==> config.mk <==
export PLATFORM = sky130hd
export DESIGN_NAME = text_command_control_word_decoder_unit
export DESIGN_NICKNAME = d
export VERILOG_FILES = /design/src/hw/rtl/tcdec_pkg.sv /design/src/hw/rtl/text_command_control_word_decoder_unit.sv /design/src/hw/rtl/tcdec_front.sv /design/src/hw/rtl/tcdec_fifo.sv /design/src/hw/rtl/tcdec_back.sv
export SDC_FILE = /design/constraint.sdc
export NUM_CORES = 1
export LEC_CHECK = 0
export ABC_AREA = 1
export BUFFER_PORTS_ARGS = -buffer_cell sky130_fd_sc_hd__buf_2
export CORE_MARGIN = 4
export CORE_UTILIZATION = 53
export DETAILED_ROUTE_END_ITERATION = 8
export PLACE_DENSITY = 0.74
export SYNTH_ARGS = -nofsm -noshare
export SYNTH_HDL_FRONTEND = slang
export SYNTH_SLANG_ARGS = --single-unit
export TNS_END_PERCENT = 50
==> constraint.sdc <==
create_clock -name clk -period 2.35 [get_ports clk]
set_clock_uncertainty 0.05 [all_clocks]
set_input_delay 0.1175 -clock clk [delete_from_list [all_inputs] [get_ports clk]]
set_output_delay 0.1175 -clock clk [all_outputs]
set_load 0.02 [all_outputs]
==> src/hw/rtl/tcdec_pkg.sv <==
// shared types, character codes and sizes for the text command decoder
package tcdec_pkg;

  // line length limit and derived width
  localparam int LINE_CHARS = 31;
  localparam int LEN_W      = $clog2(LINE_CHARS + 1);

  // command queue between front and back
  localparam int FIFO_DEPTH = 2;
  localparam int FIFO_PTR_W = $clog2(FIFO_DEPTH);
  localparam int FIFO_CNT_W = $clog2(FIFO_DEPTH + 1);

  // field widths
  localparam int EN_W   = 5;
  localparam int THR_W  = 8;
  localparam int CTRL_W = 17;

  localparam logic [THR_W-1:0] DEF_THR_RESET = 8'd80;
  localparam logic [8:0]       THR_MAX       = 9'd255;
  localparam logic [8:0]       THR_SAT       = 9'd256;

  // prefix lengths and keyword text, first character in the top byte
  localparam int PREFIX_LEN    = 4;
  localparam int TH_PREFIX_LEN = 2;
  localparam logic [31:0] STR_SRC0 = "SRC0";
  localparam logic [31:0] STR_SRC1 = "SRC1";
  localparam logic [31:0] STR_FILL = "FILL";
  localparam logic [15:0] STR_TH   = "TH";

  // character codes
  localparam logic [7:0] CH_NUL   = 8'h00;
  localparam logic [7:0] CH_TAB   = 8'h09;
  localparam logic [7:0] CH_LF    = 8'h0A;
  localparam logic [7:0] CH_CR    = 8'h0D;
  localparam logic [7:0] CH_SPACE = 8'h20;
  localparam logic [7:0] CH_PLUS  = 8'h2B;
  localparam logic [7:0] CH_MINUS = 8'h2D;
  localparam logic [7:0] CH_ZERO  = 8'h30;
  localparam logic [7:0] CH_ONE   = 8'h31;
  localparam logic [7:0] CH_NINE  = 8'h39;

  typedef enum logic [2:0] {
    KIND_BITS    = 3'd0,
    KIND_SRC0    = 3'd1,
    KIND_SRC1    = 3'd2,
    KIND_THR     = 3'd3,
    KIND_FILL    = 3'd4,
    KIND_UNKNOWN = 3'd5
  } cmd_kind_t;

  // threshold number parser phases
  typedef enum logic [1:0] {
    PH_SKIP,
    PH_DIGITS,
    PH_DONE
  } thr_phase_t;

  // one classified line
  typedef struct packed {
    cmd_kind_t         kind;
    logic [EN_W-1:0]   en;
    logic [THR_W-1:0]  thr;
  } cmd_t;

endpackage

==> src/hw/rtl/text_command_control_word_decoder_unit.sv <==
// top level of the text command control word decoder
//
// usage:
//   input side is a queue: drive in_rx_byte with one received character and
//   raise in_push; the beat is taken at a clock edge with in_full low.
//   each byte, also the cr or lf that ends a line, is one beat:
//   commands are recognised as the bytes arrive, so a line end needs no walk
//   over stored text
//   result side is a queue too: while out_empty is low, out_ctrl_word and
//   out_cmd_kind hold the oldest result; out_pop takes the beat
//   a non-empty line gives one result: it is queued on its line end beat and
//   moved into the output register at an edge where that register is free
//   if the receiver stalls, up to two line results wait in the command queue
//   plus one in the output register; only then does in_full rise
//   cfg_default_threshold is written when cfg_valid is high (cfg_ready is
//   always high); write it only while the block is idle
//   synchronous reset: line cleared, control word back to threshold 80 with
//   enables and source zero, default threshold 80, both queues empty
module text_command_control_word_decoder_unit (
  input  logic        clk,
  input  logic        rst_n,
  // byte input channel
  input  logic        in_push,
  output logic        in_full,
  input  logic [7:0]  in_rx_byte,
  // result channel
  output logic        out_empty,
  input  logic        out_pop,
  output logic [16:0] out_ctrl_word,
  output logic [2:0]  out_cmd_kind,
  // configuration channel
  input  logic        cfg_valid,
  output logic        cfg_ready,
  input  logic [7:0]  cfg_default_threshold
);
  import tcdec_pkg::*;

  logic [THR_W-1:0] def_thr_r;
  logic             in_accept;
  logic             cmd_push, q_full, q_empty, q_pop;
  cmd_t             cmd_in, cmd_out;
  logic             res_valid;

  // register writes are always taken
  assign cfg_ready = 1'b1;

  always_ff @(posedge clk) begin
    if (!rst_n) begin
      def_thr_r <= DEF_THR_RESET;
    end else if (cfg_valid) begin
      def_thr_r <= cfg_default_threshold;
    end
  end

  // a byte beat stalls only when the command queue has no room
  assign in_full   = q_full;
  assign in_accept = in_push && !q_full;

  // front: line tracking and on-the-fly command recognition
  tcdec_front u_front (
    .clk      (clk),
    .rst_n    (rst_n),
    .accept   (in_accept),
    .rx_byte  (in_rx_byte),
    .cmd_push (cmd_push),
    .cmd      (cmd_in)
  );

  // queue decoupling recognition from control word update
  tcdec_fifo u_fifo (
    .clk       (clk),
    .rst_n     (rst_n),
    .push      (cmd_push),
    .push_data (cmd_in),
    .full      (q_full),
    .pop       (q_pop),
    .empty     (q_empty),
    .pop_data  (cmd_out)
  );

  // back: control word update and result register
  tcdec_back u_back (
    .clk       (clk),
    .rst_n     (rst_n),
    .def_thr   (def_thr_r),
    .q_empty   (q_empty),
    .q_cmd     (cmd_out),
    .q_pop     (q_pop),
    .res_pop   (out_pop),
    .res_valid (res_valid),
    .res_ctrl  (out_ctrl_word),
    .res_kind  (out_cmd_kind)
  );

  assign out_empty = !res_valid;

endmodule

==> src/hw/rtl/tcdec_front.sv <==
// front end: takes bytes, recognises commands on the fly, queues a command per non-empty line
module tcdec_front (
  input  logic                           clk,
  input  logic                           rst_n,
  input  logic                           accept,
  input  logic [7:0]                     rx_byte,
  output logic                           cmd_push,
  output tcdec_pkg::cmd_t                cmd
);
  import tcdec_pkg::*;

  logic [LEN_W-1:0] line_len_r, line_len_nxt;
  logic [LEN_W-1:0] text_len_r, text_len_nxt;
  logic             nul_seen_r, nul_seen_nxt;
  logic             bits_end_r, bits_end_nxt;
  logic             bits_fail_r, bits_fail_nxt;
  logic [2:0]       bits_n_r, bits_n_nxt;
  logic [EN_W-1:0]  bits_v_r, bits_v_nxt;
  logic             m_src0_r, m_src0_nxt;
  logic             m_src1_r, m_src1_nxt;
  logic             m_fill_r, m_fill_nxt;
  logic             m_th_r, m_th_nxt;
  thr_phase_t       ph_r, ph_nxt;
  logic             th_neg_r, th_neg_nxt;
  logic [8:0]       th_val_r, th_val_nxt;

  logic             is_eol, do_store, is_text, th_text;
  logic             is_digit, is_ws, is_sign;
  logic [3:0]       dval;
  logic [11:0]      th_mac;
  logic [1:0]       pidx;
  logic             th_pidx;
  logic             in_prefix, in_th_prefix;
  logic [THR_W-1:0] thr_final;

  assign is_eol   = (rx_byte == CH_CR) || (rx_byte == CH_LF);
  assign do_store = accept && !is_eol && (line_len_r < LEN_W'(LINE_CHARS));
  // bytes after the first nul are counted but not matched
  assign is_text  = do_store && !nul_seen_r && (rx_byte != CH_NUL);
  assign th_text  = is_text && (text_len_r >= LEN_W'(TH_PREFIX_LEN));

  assign is_digit = (rx_byte >= CH_ZERO) && (rx_byte <= CH_NINE);
  assign is_ws    = (rx_byte == CH_SPACE) || ((rx_byte >= CH_TAB) && (rx_byte <= CH_CR));
  assign is_sign  = (rx_byte == CH_PLUS) || (rx_byte == CH_MINUS);
  assign dval     = rx_byte[3:0];
  assign th_mac   = {th_val_r, 3'b000} + {2'b00, th_val_r, 1'b0} + {8'b0, dval};

  assign in_prefix    = text_len_r < LEN_W'(PREFIX_LEN);
  assign in_th_prefix = text_len_r < LEN_W'(TH_PREFIX_LEN);
  assign pidx         = 2'd3 - text_len_r[1:0];
  assign th_pidx      = ~text_len_r[0];

  // line counters and keyword matchers
  always_comb begin
    line_len_nxt = line_len_r;
    text_len_nxt = text_len_r;
    nul_seen_nxt = nul_seen_r;
    m_src0_nxt   = m_src0_r;
    m_src1_nxt   = m_src1_r;
    m_fill_nxt   = m_fill_r;
    m_th_nxt     = m_th_r;
    if (do_store) begin
      line_len_nxt = line_len_r + LEN_W'(1);
      if (rx_byte == CH_NUL) begin
        nul_seen_nxt = 1'b1;
      end
    end
    if (is_text) begin
      text_len_nxt = text_len_r + LEN_W'(1);
      if (in_prefix) begin
        if (rx_byte != STR_SRC0[{pidx, 3'b000} +: 8]) m_src0_nxt = 1'b0;
        if (rx_byte != STR_SRC1[{pidx, 3'b000} +: 8]) m_src1_nxt = 1'b0;
        if (rx_byte != STR_FILL[{pidx, 3'b000} +: 8]) m_fill_nxt = 1'b0;
      end
      if (in_th_prefix && (rx_byte != STR_TH[{th_pidx, 3'b000} +: 8])) begin
        m_th_nxt = 1'b0;
      end
    end
    if (accept && is_eol) begin
      line_len_nxt = '0;
      text_len_nxt = '0;
      nul_seen_nxt = 1'b0;
      m_src0_nxt   = 1'b1;
      m_src1_nxt   = 1'b1;
      m_fill_nxt   = 1'b1;
      m_th_nxt     = 1'b1;
    end
  end

  // enable bit string, lsb first, ended by a space
  always_comb begin
    bits_end_nxt  = bits_end_r;
    bits_fail_nxt = bits_fail_r;
    bits_n_nxt    = bits_n_r;
    bits_v_nxt    = bits_v_r;
    if (is_text && !bits_end_r && !bits_fail_r) begin
      if (rx_byte == CH_SPACE) begin
        bits_end_nxt = 1'b1;
      end else if (((rx_byte != CH_ZERO) && (rx_byte != CH_ONE)) || (bits_n_r == 3'(EN_W))) begin
        bits_fail_nxt = 1'b1;
      end else begin
        bits_v_nxt[bits_n_r] = rx_byte[0];
        bits_n_nxt           = bits_n_r + 3'd1;
      end
    end
    if (accept && is_eol) begin
      bits_end_nxt  = 1'b0;
      bits_fail_nxt = 1'b0;
      bits_n_nxt    = '0;
      bits_v_nxt    = '0;
    end
  end

  // threshold parser phase
  always_comb begin
    ph_nxt = ph_r;
    if (th_text) begin
      unique case (ph_r)
        PH_SKIP: begin
          if (is_sign || is_digit) ph_nxt = PH_DIGITS;
          else if (!is_ws)         ph_nxt = PH_DONE;
        end
        PH_DIGITS: begin
          if (!is_digit) ph_nxt = PH_DONE;
        end
        default: ph_nxt = PH_DONE;
      endcase
    end
    if (accept && is_eol) ph_nxt = PH_SKIP;
  end

  // threshold parser value, saturated just above the top of range
  always_comb begin
    th_neg_nxt = th_neg_r;
    th_val_nxt = th_val_r;
    if (th_text) begin
      unique case (ph_r)
        PH_SKIP: begin
          if (is_sign)       th_neg_nxt = (rx_byte == CH_MINUS);
          else if (is_digit) th_val_nxt = {5'b0, dval};
        end
        PH_DIGITS: begin
          if (is_digit) th_val_nxt = (th_mac > {3'b000, THR_MAX}) ? THR_SAT : th_mac[8:0];
        end
        default: ;
      endcase
    end
    if (accept && is_eol) begin
      th_neg_nxt = 1'b0;
      th_val_nxt = '0;
    end
  end

  // classify in priority order at line end
  assign thr_final = (th_neg_r && (th_val_r != '0)) ? '0 :
                     (th_val_r[8] ? THR_MAX[7:0] : th_val_r[7:0]);

  always_comb begin
    cmd.en   = '0;
    cmd.thr  = thr_final;
    if (!bits_fail_r && (bits_n_r != '0)) begin
      cmd.kind = KIND_BITS;
      cmd.en   = bits_v_r;
    end else if (m_src0_r && !in_prefix) begin
      cmd.kind = KIND_SRC0;
    end else if (m_src1_r && !in_prefix) begin
      cmd.kind = KIND_SRC1;
    end else if (m_th_r && !in_th_prefix && (line_len_r > LEN_W'(TH_PREFIX_LEN))) begin
      cmd.kind = KIND_THR;
    end else if (m_fill_r && !in_prefix) begin
      cmd.kind = KIND_FILL;
    end else begin
      cmd.kind = KIND_UNKNOWN;
    end
  end

  assign cmd_push = accept && is_eol && (line_len_r != '0);

  always_ff @(posedge clk) begin
    if (!rst_n) begin
      line_len_r  <= '0;
      text_len_r  <= '0;
      nul_seen_r  <= 1'b0;
      bits_end_r  <= 1'b0;
      bits_fail_r <= 1'b0;
      bits_n_r    <= '0;
      bits_v_r    <= '0;
      m_src0_r    <= 1'b1;
      m_src1_r    <= 1'b1;
      m_fill_r    <= 1'b1;
      m_th_r      <= 1'b1;
      ph_r        <= PH_SKIP;
      th_neg_r    <= 1'b0;
      th_val_r    <= '0;
    end else begin
      line_len_r  <= line_len_nxt;
      text_len_r  <= text_len_nxt;
      nul_seen_r  <= nul_seen_nxt;
      bits_end_r  <= bits_end_nxt;
      bits_fail_r <= bits_fail_nxt;
      bits_n_r    <= bits_n_nxt;
      bits_v_r    <= bits_v_nxt;
      m_src0_r    <= m_src0_nxt;
      m_src1_r    <= m_src1_nxt;
      m_fill_r    <= m_fill_nxt;
      m_th_r      <= m_th_nxt;
      ph_r        <= ph_nxt;
      th_neg_r    <= th_neg_nxt;
      th_val_r    <= th_val_nxt;
    end
  end

endmodule

==> src/hw/rtl/tcdec_fifo.sv <==
// short command queue between front and back end
module tcdec_fifo (
  input  logic            clk,
  input  logic            rst_n,
  input  logic            push,
  input  tcdec_pkg::cmd_t push_data,
  output logic            full,
  input  logic            pop,
  output logic            empty,
  output tcdec_pkg::cmd_t pop_data
);
  import tcdec_pkg::*;

  cmd_t                  store_r [FIFO_DEPTH];
  logic [FIFO_PTR_W-1:0] wr_ptr_r, wr_ptr_nxt;
  logic [FIFO_PTR_W-1:0] rd_ptr_r, rd_ptr_nxt;
  logic [FIFO_CNT_W-1:0] count_r, count_nxt;
  logic                  do_push, do_pop;

  assign full     = count_r == FIFO_CNT_W'(FIFO_DEPTH);
  assign empty    = count_r == '0;
  assign do_push  = push && !full;
  assign do_pop   = pop && !empty;
  assign pop_data = store_r[rd_ptr_r];

  always_comb begin
    wr_ptr_nxt = wr_ptr_r;
    rd_ptr_nxt = rd_ptr_r;
    count_nxt  = count_r;
    if (do_push) begin
      wr_ptr_nxt = (wr_ptr_r == FIFO_PTR_W'(FIFO_DEPTH - 1)) ? '0 : wr_ptr_r + FIFO_PTR_W'(1);
    end
    if (do_pop) begin
      rd_ptr_nxt = (rd_ptr_r == FIFO_PTR_W'(FIFO_DEPTH - 1)) ? '0 : rd_ptr_r + FIFO_PTR_W'(1);
    end
    if (do_push && !do_pop)      count_nxt = count_r + FIFO_CNT_W'(1);
    else if (do_pop && !do_push) count_nxt = count_r - FIFO_CNT_W'(1);
  end

  always_ff @(posedge clk) begin
    if (do_push) store_r[wr_ptr_r] <= push_data;
  end

  always_ff @(posedge clk) begin
    if (!rst_n) begin
      wr_ptr_r <= '0;
      rd_ptr_r <= '0;
      count_r  <= '0;
    end else begin
      wr_ptr_r <= wr_ptr_nxt;
      rd_ptr_r <= rd_ptr_nxt;
      count_r  <= count_nxt;
    end
  end

endmodule

==> src/hw/rtl/tcdec_back.sv <==
// back end: applies a queued command to the control word and holds the result
module tcdec_back (
  input  logic                            clk,
  input  logic                            rst_n,
  input  logic [tcdec_pkg::THR_W-1:0]     def_thr,
  input  logic                            q_empty,
  input  tcdec_pkg::cmd_t                 q_cmd,
  output logic                            q_pop,
  input  logic                            res_pop,
  output logic                            res_valid,
  output logic [tcdec_pkg::CTRL_W-1:0]    res_ctrl,
  output logic [2:0]                      res_kind
);
  import tcdec_pkg::*;

  logic [CTRL_W-1:0] cur_ctrl_r, cur_ctrl_nxt;
  logic [CTRL_W-1:0] res_ctrl_r;
  logic [2:0]        res_kind_r;
  logic              res_valid_r;
  logic              load;

  assign load  = !q_empty && (!res_valid_r || res_pop);
  assign q_pop = load;

  // word layout: source, threshold, three spare zeros, enables
  always_comb begin
    unique case (q_cmd.kind)
      KIND_BITS: cur_ctrl_nxt = {1'b0, def_thr, 3'b000, q_cmd.en};
      KIND_SRC0: cur_ctrl_nxt = {1'b0, def_thr, 3'b000, 5'b00000};
      KIND_SRC1: cur_ctrl_nxt = {1'b1, def_thr, 3'b000, 5'b00000};
      KIND_THR:  cur_ctrl_nxt = {1'b0, q_cmd.thr, 3'b000, 5'b00000};
      KIND_FILL: cur_ctrl_nxt = {1'b1, def_thr, 3'b000, 5'b00000};
      default:   cur_ctrl_nxt = cur_ctrl_r;
    endcase
  end

  always_ff @(posedge clk) begin
    if (load) begin
      res_ctrl_r <= cur_ctrl_nxt;
      res_kind_r <= q_cmd.kind;
    end
  end

  always_ff @(posedge clk) begin
    if (!rst_n) begin
      res_valid_r <= 1'b0;
      cur_ctrl_r  <= {1'b0, DEF_THR_RESET, 3'b000, 5'b00000};
    end else begin
      if (load) begin
        res_valid_r <= 1'b1;
        cur_ctrl_r  <= cur_ctrl_nxt;
      end else if (res_pop) begin
        res_valid_r <= 1'b0;
      end
    end
  end

  assign res_valid = res_valid_r;
  assign res_ctrl  = res_ctrl_r;
  assign res_kind  = res_kind_r;

endmodule
==> key figures, run 1 <==
Clocking
  • Reg clk slew, reported paths: 0.05 ns
  • H-tree Lvls: 4
  • CTS sink cnt: 120
  • CTS tree: built
  • Max clock buf depth: 2
  • Clk Tree Root Cell: clkbuf_16
  • Skew-Pair Late Insertion Delay: 0.40 ns
  • Num CTS Buffers: 17

Global route
  • Gr usage total: 20.8%
  • Largest net degree at the start of global routing: 30
  • Vias in the first global route: 4939
  • First-pass GRT wire length: 22.3 mm
  • Grt total ovfl: 0
  • Initial antenna violation count: 0

STA
  • Slew Viols, Final: 0
  • Hold Fails Final Rpt: 0
  • Max Clk Rate: 0.413 GHz
  • Pin slew with the least headroom to its limit: 0.727 ns
  • Tcrit/Tclk final: 103%
  • Final setup violation count: 9
  • Setup ws final: -0.0708 ns
  • RSZ-0062 raised after global routing: yes
  • Slew HR: 51.5%
  • Min cycle time layout: 2.42 ns

Cells and area
  • Count of nets after finishing: 879
  • Finished Cell Area: 7430 um2
  • Commonest non-fill, non-tap cell in the layout: nand2_1
  • Layout cells sized above 1: 17.8%
  • P&R area growth vs syn: 22.6%
  • Fillers: 880
  • Most frequent cells in the layout: nand2_1, inv_1, nor2_1, dfxtp_1, edfxtp_1
  • Multi-input gate area: 2750 um2
  • Antenna Diode Count: 0
  • Seq. cell area: 2930 um2

Die
  • Total Die Area: 13200 um2
  • Io pins: 44
  • Die height: 115 um
  • Num rows: 38
  • Core ar.: 11000 um2
  • Initial Utilization: 55.0%
  • Die span in x: 115 um

Detailed routing
  • WL per Instance: 13.5 um
  • Antenna violation net count after detailed routing: 0
  • # DRC: 0
  • Final wirelength: 13.2 mm
  • Violation count after the first detailed-route iteration: 375
  • Via count: 5066
  • Drt pass-1 iters: 5
  • Drt via density: 5.17

Run status
  • Status: finished with violations
  • Failing checks: setup timing

Placed design
  • Worst slack, placed: -0.169 ns
  • Placed cell areas: 6530 um2
  • Detail Placement HPWL: 9.06 mm
  • Port Buffer Count: 42
  • Final GP Congestion: 0.870

Logic synthesis
  • Post-Syn Area: 6060 um2
  • Synth Flop Type: dfxtp_1
  • Seq/Total Area, Yosys: 48.2%
  • Register bit count reported by yosys: 120
  • Mapped Nets: 800
  • Post-synth EDFFs: 52
  • Syn Area/Cell: 8.12 um2
  • Synth cell types: 42
  • Post-synthesis async set-or-reset flop share: 0%
  • Synth warn: 0
  • Post-Syn Instances: 747

Power and ir drop
  • Power Density: 970 nW/um2
  • Worst VDD drop: 0.000867 V
  • Leakage: 3.39 nW
  • Total power: 0.00721 W

Setup path
  • Critical Path Source Type: flip-flop
  • WS Path Type: reg2reg
  • Crit path required time: 2.57 ns
  • Setup crit end kind: flip-flop
  • Worst EP arrival: 2.65 ns
  • Critical Path Fanout Max: 5

Job
  • # Max-Cap Violations: 0

Hold path
  • Min-delay worst type: in2reg
-- cells by family after synthesis --
group | share of synthesized area, %
flip-flops | 48.2
adder cells (fa/ha/maj) | 6.85
AND/OR/NAND/NOR | 23.5
buffers and inverters | 8.75
XOR/XNOR | 1.30
other | 0.0618
AO/OA/AOI/OAI | 11.3
-- final cells by class --
cell class | count | area share (%)
Clock inverter | 6 | 1.48
Tap cell | 140 | 2.36
Timing Repair Buffer | 79 | 6.93
Inverter | 111 | 5.71
Clock buffer | 26 | 7.14
Multi-Input combinational cell | 497 | 37.0
Sequential cell | 120 | 39.4
-- Yosys cell counts, types with 2 or more instances --
library cell / n / area (um2)
nand3_1: 37 / 185
nor3_1: 12 / 60.1
or2_2: 2 / 12.5
edfxtp_1: 52 / 1560
inv_1: 104 / 390
nor2_1: 97 / 364
a31oi_1: 3 / 18.8
and3_1: 2 / 12.5
nand2_2: 4 / 25.0
dfxtp_1: 68 / 1360
o22ai_1: 4 / 25.0
a21oi_1: 50 / 250
nand4_1: 2 / 12.5
buf_6: 3 / 33.8
clkinv_1: 2 / 7.51
nor3_2: 2 / 20.0
inv_2: 3 / 11.3
clkbuf_1: 8 / 30.0
o211ai_1: 2 / 15.0
o21a_1: 8 / 60.1
nand2_4: 2 / 22.5
o21ai_0: 49 / 245
nor4_1: 5 / 31.3
xnor2_1: 5 / 43.8
o221ai_1: 6 / 52.6
buf_2: 7 / 35.0
ha_1: 30 / 375
nor2_2: 2 / 12.5
fa_1: 2 / 40.0
nand2_1: 159 / 597
xor2_1: 4 / 35.0
-- worst paths after layout --
path / start / to / slack, ns / cells past startpoint
min reg2reg: u_back.cur_ctrl_r[6]$_SDFFE_PN0P_ / u_back.cur_ctrl_r[6]$_SDFFE_PN0P_ / 0.40 / 2
min: cfg_valid / def_thr_r[5]$_SDFFE_PN0P_ / 0.02 / 3
max: u_front.th_val_r[0]$_SDFFE_PP0P_ / u_front.th_val_r[8]$_SDFFE_PP0P_ / -0.07 / 13
max reg2reg: u_front.th_val_r[0]$_SDFFE_PP0P_ / u_front.th_val_r[8]$_SDFFE_PP0P_ / -0.07 / 13
-- routing by layer --
metal	global-route usage (%)	share of wire (%)	routed length, um	vias up
met2	36.0	50	6660	134
met4	7.36	1.2	154	0
met1	25.5	43	5700	2315
li1	-	-	-	2602
met3	5.00	5.2	681	15
met5	0	0	0	-
-- state kept, by name, indices dropped and copies added (netlist names), 3 cells and up, named ones only --
signal,count
u_front.text_len_r,5
u_front.bits_n_r,3
u_front.bits_v_r,5
u_back.res_ctrl,17
u_fifo.store_r,32
def_thr_r,8
u_back.res_kind,3
u_front.line_len_r,5
u_back.cur_ctrl_r,17
u_front.th_val_r,9
-- where the power goes --
group	switching (W)	leakage, nW	total [W]	internal, W
Combinational	0.00117	2.03	0.00173	0.000556
Clock	0.000881	0.310	0.00276	0.00187
Sequential	0.000143	1.05	0.00273	0.00258
-- worst max-delay path, stage by stage (launching register included) --
cell,delay [ns]
dfxtp_2,0.33
inv_2,0.05
fa_1,0.55
inv_2,0.06
fa_2,0.42
nand3_2,0.09
nand3_2,0.07
nand2_2,0.08
nand2_2,0.07
nor2_4,0.13
nand3_4,0.11
nand2_4,0.11
buf_4,0.12
a21oi_2,0.04
-- timing repair --
action | CTS | global route
cloned | 0 | 0
hold endpoints to repair | 9 | 0
pin swaps | 6 | 12
buffers inserted | 2 | 0
hold buffers | 11 | 0
setup endpoints to repair | 9 | 15
resized for setup | 13 | 22
-- stage by stage --
step,instances,utilization [%],hold slack [ns],setup TNS [ns]
final,979,67.4,0.0241,-0.510
after CTS,979,66.6,0.00241,0
after global routing,979,67.4,0.0519,-1.56
after floorplan,747,-,0.194,0
after detailed placement,934,59.2,0.290,-1.17
after global placement,934,59.2,0.291,-0.543
Note: power is estimated with default switching activity, not from simulation.
==> run 2, diff against run 1 <==
==> constraint.sdc (replaced) <==
create_clock -name clk -period 2.35 [get_ports clk]
set_clock_uncertainty 0.05 [all_clocks]
set_input_delay 0.235 -clock clk [delete_from_list [all_inputs] [get_ports clk]]
set_output_delay 0.235 -clock clk [all_outputs]
set_load 0.02 [all_outputs]
==> run 2 against run 1 <==
The flow now finishes without violations. Routed wire length down 1.8%. Critical path depth unchanged. Fmax up 4.3%. Power down 1.2%. Global-route usage down 0.31 points. Register-to-register slack better by 0.10 ns. Count of clock-buffer cells in the layout down 6. Core utilization down 0.76 points. Setup slack better by 0.10 ns. Worst hold slack worse by 0.017 ns. Critical path type unchanged. Critical endpoint is now u_front.th_val_r[5]$_SDFFE_PP0P_. Highest routed layer unchanged.
==> key figures, run 2 (same netlist as run 1, synthesis figures left out) <==
Clocking
  • Max clock buf depth: 2
  • CTS sink cnt: 120
  • Reg clk slew, reported paths: 0.05 ns
  • Num CTS Buffers: 17
  • Skew-Pair Late Insertion Delay: 0.40 ns
  • Clk Tree Root Cell: clkbuf_16
  • H-tree Lvls: 4
  • CTS tree: built

Detailed routing
  • Antenna violation net count after detailed routing: 0
  • Violation count after the first detailed-route iteration: 275
  • # DRC: 0
  • WL per Instance: 13.3 um
  • Drt pass-1 iters: 5
  • Final wirelength: 13.0 mm
  • Via count: 5035
  • Drt via density: 5.17

Cells and area
  • Post-route insts no fill: 973
  • Antenna Diode Count: 0
  • Max FFs per register: 32
  • Most flop-heavy register: u_fifo.store_r
  • Commonest non-fill, non-tap cell in the layout: nand2_1
  • Final Util: 66.6%
  • Multi-input gate area: 2750 um2
  • Layout cells sized above 1: 18.6%
  • Seq. cell area: 2930 um2
  • P&R area growth vs syn: 21.2%
  • Most frequent cells in the layout: nand2_1, inv_1, nor2_1, dfxtp_1, edfxtp_1
  • Fillers: 906
  • Count of nets after finishing: 873

Job
  • # Max-Cap Violations: 0

STA
  • Pin slew with the least headroom to its limit: 0.600 ns
  • WHS: 0.00668 ns
  • Max Clk Rate: 0.431 GHz
  • Setup ws final: 0.0299 ns
  • Slew Viols, Final: 0
  • Hold Fails Final Rpt: 0
  • Final setup violation count: 0
  • Min cycle time layout: 2.32 ns
  • RSZ-0062 raised after global routing: yes
  • Final setup TNS: 0 ns
  • Tcrit/Tclk final: 98.7%
  • Slew HR: 59.8%

Power and ir drop
  • Worst VDD drop: 0.000708 V
  • Power Density: 970 nW/um2
  • Leakage: 3.35 nW

Global route
  • Initial antenna violation count: 0
  • First-pass GRT wire length: 21.9 mm
  • Grt total ovfl: 0
  • Gr usage total: 20.5%
  • Vias in the first global route: 4928
  • Largest net degree at the start of global routing: 30

Placed design
  • Port Buffer Count: 42
  • Final GP Congestion: 0.844
  • Detail Placement HPWL: 9.42 mm
  • Worst slack, placed: -0.166 ns
  • Post-Place Cells: 938

Setup path
  • Critical Path Fanout Max: 4
  • Worst EP arrival: 2.60 ns
  • Critical Path Source Type: flip-flop
  • R2R Setup Slk: 0.03 ns
  • Setup crit end kind: flip-flop
  • Crit path required time: 2.63 ns
  • WS Path Type: reg2reg

Die
  • Core ar.: 11000 um2
  • Total Die Area: 13200 um2
  • Die height: 115 um
  • Die span in x: 115 um
  • Io pins: 44
  • Num rows: 38
  • Initial Utilization: 55.0%

Hold path
  • Min-delay worst type: in2reg

Run status
  • Status: complete, no violations
==> run 2: cell types whose count changed in the layout (fill, tap and decap cells not counted), moves of 2 or more <==
cell	change
dlygate4sd3_1	-9
nor2_2	+2
nand3_1	+4
clkbuf_8	-4
buf_4	+3
clkinv_2	+4
nand2_1	-3
nand3_2	-4
ha_4	+2
nand2_2	+3
==> run 2: worst paths after layout <==
path / depth (start not counted) / start / to
hold reg to reg: 2 / u_front.m_th_r$_SDFFE_PP1P_ / u_front.m_th_r$_SDFFE_PP1P_
setup reg to reg: 13 / u_front.th_val_r[0]$_SDFFE_PP0P_ / u_front.th_val_r[5]$_SDFFE_PP0P_
hold / removal: 3 / cfg_default_threshold[7] / def_thr_r[7]$_SDFFE_PN0P_
setup / recovery: 13 / u_front.th_val_r[0]$_SDFFE_PP0P_ / u_front.th_val_r[5]$_SDFFE_PP0P_
==> run 2: critical path, cell delays in order (launching register included) <==
cell	delay, ns
dfxtp_2	0.34
inv_2	0.04
fa_1	0.51
inv_2	0.06
fa_2	0.36
nand3_1	0.11
nand3_1	0.08
nand2_1	0.06
nand2_1	0.05
nor2_2	0.12
nand3_4	0.12
nor2_4	0.13
nand2_1	0.09
a21oi_2	0.12
==> run 2: layout make-up <==
cell class,count,share of cell area (%)
Tap cell,140,2.38
Sequential cell,120,39.9
Clock inverter,12,2.35
Timing Repair Buffer,73,6.09
Multi-Input combinational cell,497,37.5
Clock buffer,20,6.08
Inverter,111,5.77
==> run 2: per-layer routing <==
layer | vias to the layer above | wire length [um] | GRT usage [%]
met4 | 0 | 165 | 6.73
met1 | 2315 | 5540 | 24.5
met5 | - | 0 | 0
li1 | 2590 | - | -
met3 | 17 | 646 | 5.11
met2 | 113 | 6600 | 36.3
==> run 2: timing repair <==
action,in CTS,in global routing
hold buffers,2,0
pin swaps,6,4
setup endpoints to repair,9,9
setup buffers,1,0
resized for setup,17,18
hold endpoints to repair,2,0
==> run 2: power breakdown <==
| group | switching (W) | internal, W | total, W |
|---|---|---|---|
| Combinational | 0.00116 | 0.000549 | 0.00171 |
| Clock | 0.000893 | 0.00180 | 0.00269 |
| Sequential | 0.000139 | 0.00258 | 0.00272 |
| Total | 0.00220 | 0.00493 | 0.00713 |
==> run 2: per-stage QoR <==
step / total power [W] / area [um2]
final: 0.00713 / 7350
after global routing: 0.00749 / 7350
after CTS: 0.00717 / 7280
after detailed placement: 0.00446 / 6560
after global placement: 0.00439 / 6560
after floorplan: 0.00394 / 6070
==> run 3, diff against run 2 <==
--- a/config.mk
+++ b/config.mk
@@ -8,9 +8,8 @@
 export ABC_AREA = 1
 export BUFFER_PORTS_ARGS = -buffer_cell sky130_fd_sc_hd__buf_2
 export CORE_MARGIN = 4
-export CORE_UTILIZATION = 53
+export CORE_UTILIZATION = 25
 export DETAILED_ROUTE_END_ITERATION = 8
-export PLACE_DENSITY = 0.74
 export SYNTH_ARGS = -nofsm -noshare
 export SYNTH_HDL_FRONTEND = slang
 export SYNTH_SLANG_ARGS = --single-unit
==> run 3 against run 2 <==
The run now ends with setup timing left. First-iteration DRC count increased by 52%. Worst hold slack improved by 0.0054 ns. Register-to-register slack got worse by 0.07 ns. Non-clock buffer count decreased by 1. Fmax decreased by 3.0%. Setup slack got worse by 0.071 ns.
==> key figures, run 3 (same netlist as run 1, synthesis figures left out) <==
Global route
  • Gr usage total: 10.4%
  • First-pass GRT wire length: 22.4 mm
  • Vias in the first global route: 4509
  • Initial antenna violation count: 0
  • Largest net degree at the start of global routing: 30
  • Grt total ovfl: 0

Cells and area
  • Final Util: 31.9%
  • Count of nets after finishing: 872
  • Most flop-heavy register: u_fifo.store_r
  • P&R area growth vs syn: 24.6%
  • Most frequent cells in the layout: nand2_1, inv_1, nor2_1, dfxtp_1, edfxtp_1
  • Fillers: 2517
  • Max FFs per register: 32
  • Commonest non-fill, non-tap cell in the layout: nand2_1
  • Layout cells sized above 1: 20.0%
  • Antenna Diode Count: 0

Setup path
  • R2R Setup Slk: -0.04 ns
  • Setup crit end kind: flip-flop
  • Critical Path Fanout Max: 5
  • Crit Reg-Reg Startpoint: u_front.th_val_r[0]$_SDFFE_PP0P_
  • Worst EP arrival: 2.68 ns
  • R2R cell count: 16
  • Crit path required time: 2.64 ns
  • Critical Path Source Type: flip-flop
  • R2R Path End: u_front.th_val_r[2]$_SDFFE_PP0P_
  • WS Path Type: reg2reg

Hold path
  • Min-delay worst type: in2reg
  • Hold endpoint: def_thr_r[1]$_SDFFE_PN0P_
  • WHS Path Cells: 3
  • Hold wc startpoint: cfg_default_threshold[1]

Clocking
  • Max clock buf depth: 2
  • H-tree Lvls: 4
  • CTS sink cnt: 120
  • Num CTS Buffers: 17
  • CTS tree: built
  • Hold_buf cts: 0
  • Reg clk slew, reported paths: 0.06 ns
  • Skew-Pair Late Insertion Delay: 0.41 ns
  • Clk Tree Root Cell: clkbuf_16

STA
  • Tcrit/Tclk final: 102%
  • WHS: 0.0120 ns
  • Hold Fails Final Rpt: 0
  • Final setup violation count: 7
  • Slew HR: 47.2%
  • Setup ws final: -0.0415 ns
  • Pin slew with the least headroom to its limit: 0.789 ns
  • Max Clk Rate: 0.418 GHz
  • Slew Viols, Final: 0
  • Min cycle time layout: 2.39 ns
  • RSZ-0062 raised after global routing: yes

Placed design
  • Final GP Congestion: 0.798
  • Worst slack, placed: -0.189 ns
  • Port Buffer Count: 42
  • Detail Placement HPWL: 9.65 mm

Die
  • Die height: 164 um
  • Io pins: 44
  • Initial Utilization: 25.6%
  • Die span in x: 164 um
  • Total Die Area: 26800 um2
  • Core ar.: 23700 um2
  • Num rows: 56

Run status
  • Failing checks: setup timing
  • Status: finished with violations

Power and ir drop
  • Worst VDD drop: 0.000527 V
  • Power Density: 932 nW/um2
  • Leakage: 3.34 nW

Detailed routing
  • WL per Instance: 11.6 um
  • # DRC: 0
  • Violation count after the first detailed-route iteration: 419
  • Drt pass-1 iters: 4
  • Antenna violation net count after detailed routing: 0
  • Via count: 4872
  • Final wirelength: 13.4 mm
  • Drt via density: 4.23

Job
  • # Max-Cap Violations: 0
==> run 3: changes by cell type in the layout (fill, tap and decap cells not counted), moves of 4 or more <==
cell	delta
nand3_1	-5
clkinv_2	-4
nand3_2	+5
inv_6	+5
==> run 3: cell type report <==
class	instances	area, um2	area share [%]
multi-input cells	497	2760	36.6
repair buffers	72	439	5.81
clock inverters	14	160	2.12
clock buffers	18	439	5.81
flip-flops and latches	120	2930	38.8
well taps	319	399	5.28
inverters	111	424	5.61
==> run 3: power by group <==
group | internal, W | switching, W | total [W]
Clock | 0.00162 | 0.000998 | 0.00261
Sequential | 0.00258 | 0.000126 | 0.00270
Combinational | 0.000549 | 0.00117 | 0.00172
Total | 0.00474 | 0.00230 | 0.00704
==> run 3: worst max-delay path by stage <==
stage / slack, ns / depth (start not counted) / startpoint / endpoint
final: -0.04 / 16 / u_front.th_val_r[0]$_SDFFE_PP0P_ / u_front.th_val_r[2]$_SDFFE_PP0P_
after global routing: -0.14 / 16 / u_front.th_val_r[0]$_SDFFE_PP0P_ / u_front.th_val_r[4]$_SDFFE_PP0P_
after CTS: -0.03 / 16 / u_front.th_val_r[0]$_SDFFE_PP0P_ / u_front.th_val_r[4]$_SDFFE_PP0P_
after detailed placement: -0.19 / 16 / in_rx_byte[3] / u_front.th_val_r[3]$_SDFFE_PP0P_
after global placement: -0.17 / 17 / in_rx_byte[3] / u_front.th_val_r[0]$_SDFFE_PP0P_
after floorplan: 0.01 / 15 / u_front.th_val_r[0]$_SDFFE_PP0P_ / u_front.th_val_r[1]$_SDFFE_PP0P_
==> run 3: critical path: stages (launching register included) <==
cell and delay (ns):
dfxtp_2 0.33, inv_2 0.04, fa_1 0.51, inv_2 0.05, buf_6 0.11, ha_4 0.23, nand2_2 0.06, nand2_2 0.06
nand3_2 0.09, nand2_1 0.06, nand2_1 0.07, nand2_1 0.06, nor2_2 0.14, nand3_4 0.13, nand2_4 0.11, nand3_2 0.08
a21oi_2 0.14
==> run 3: layer usage <==
| metal | routed length [um] | track usage (%) | vias up |
|---|---|---|---|
| met2 | 5620 | 14.9 | 92 |
| met3 | 575 | 2.28 | 8 |
| met1 | 7110 | 15.4 | 2193 |
| met4 | 93 | 3.20 | 0 |
| li1 | - | - | 2579 |
| met5 | 0 | 0 | - |
==> run 3: metrics by stage <==
stage               instance area, um2  cells  total power [W]  setup TNS [ns]
floorplan                         6070    747          0.00394               0
detailed placement                6780   1117          0.00448           -1.44
CTS                               7460   1150          0.00711          -0.116
global route                      7550   1151          0.00747          -0.929
finish                            7550   1151          0.00704          -0.151
global placement                  6780   1117          0.00445           -1.16
==> run 3: what timing repair did <==
action                                  in CTS  in global routing
buffers inserted                             1                  1
pin swaps                                    7                  9
gates resized for setup                     19                 24
gates cloned                                 0                  0
endpoints found under the setup margin       9                  9
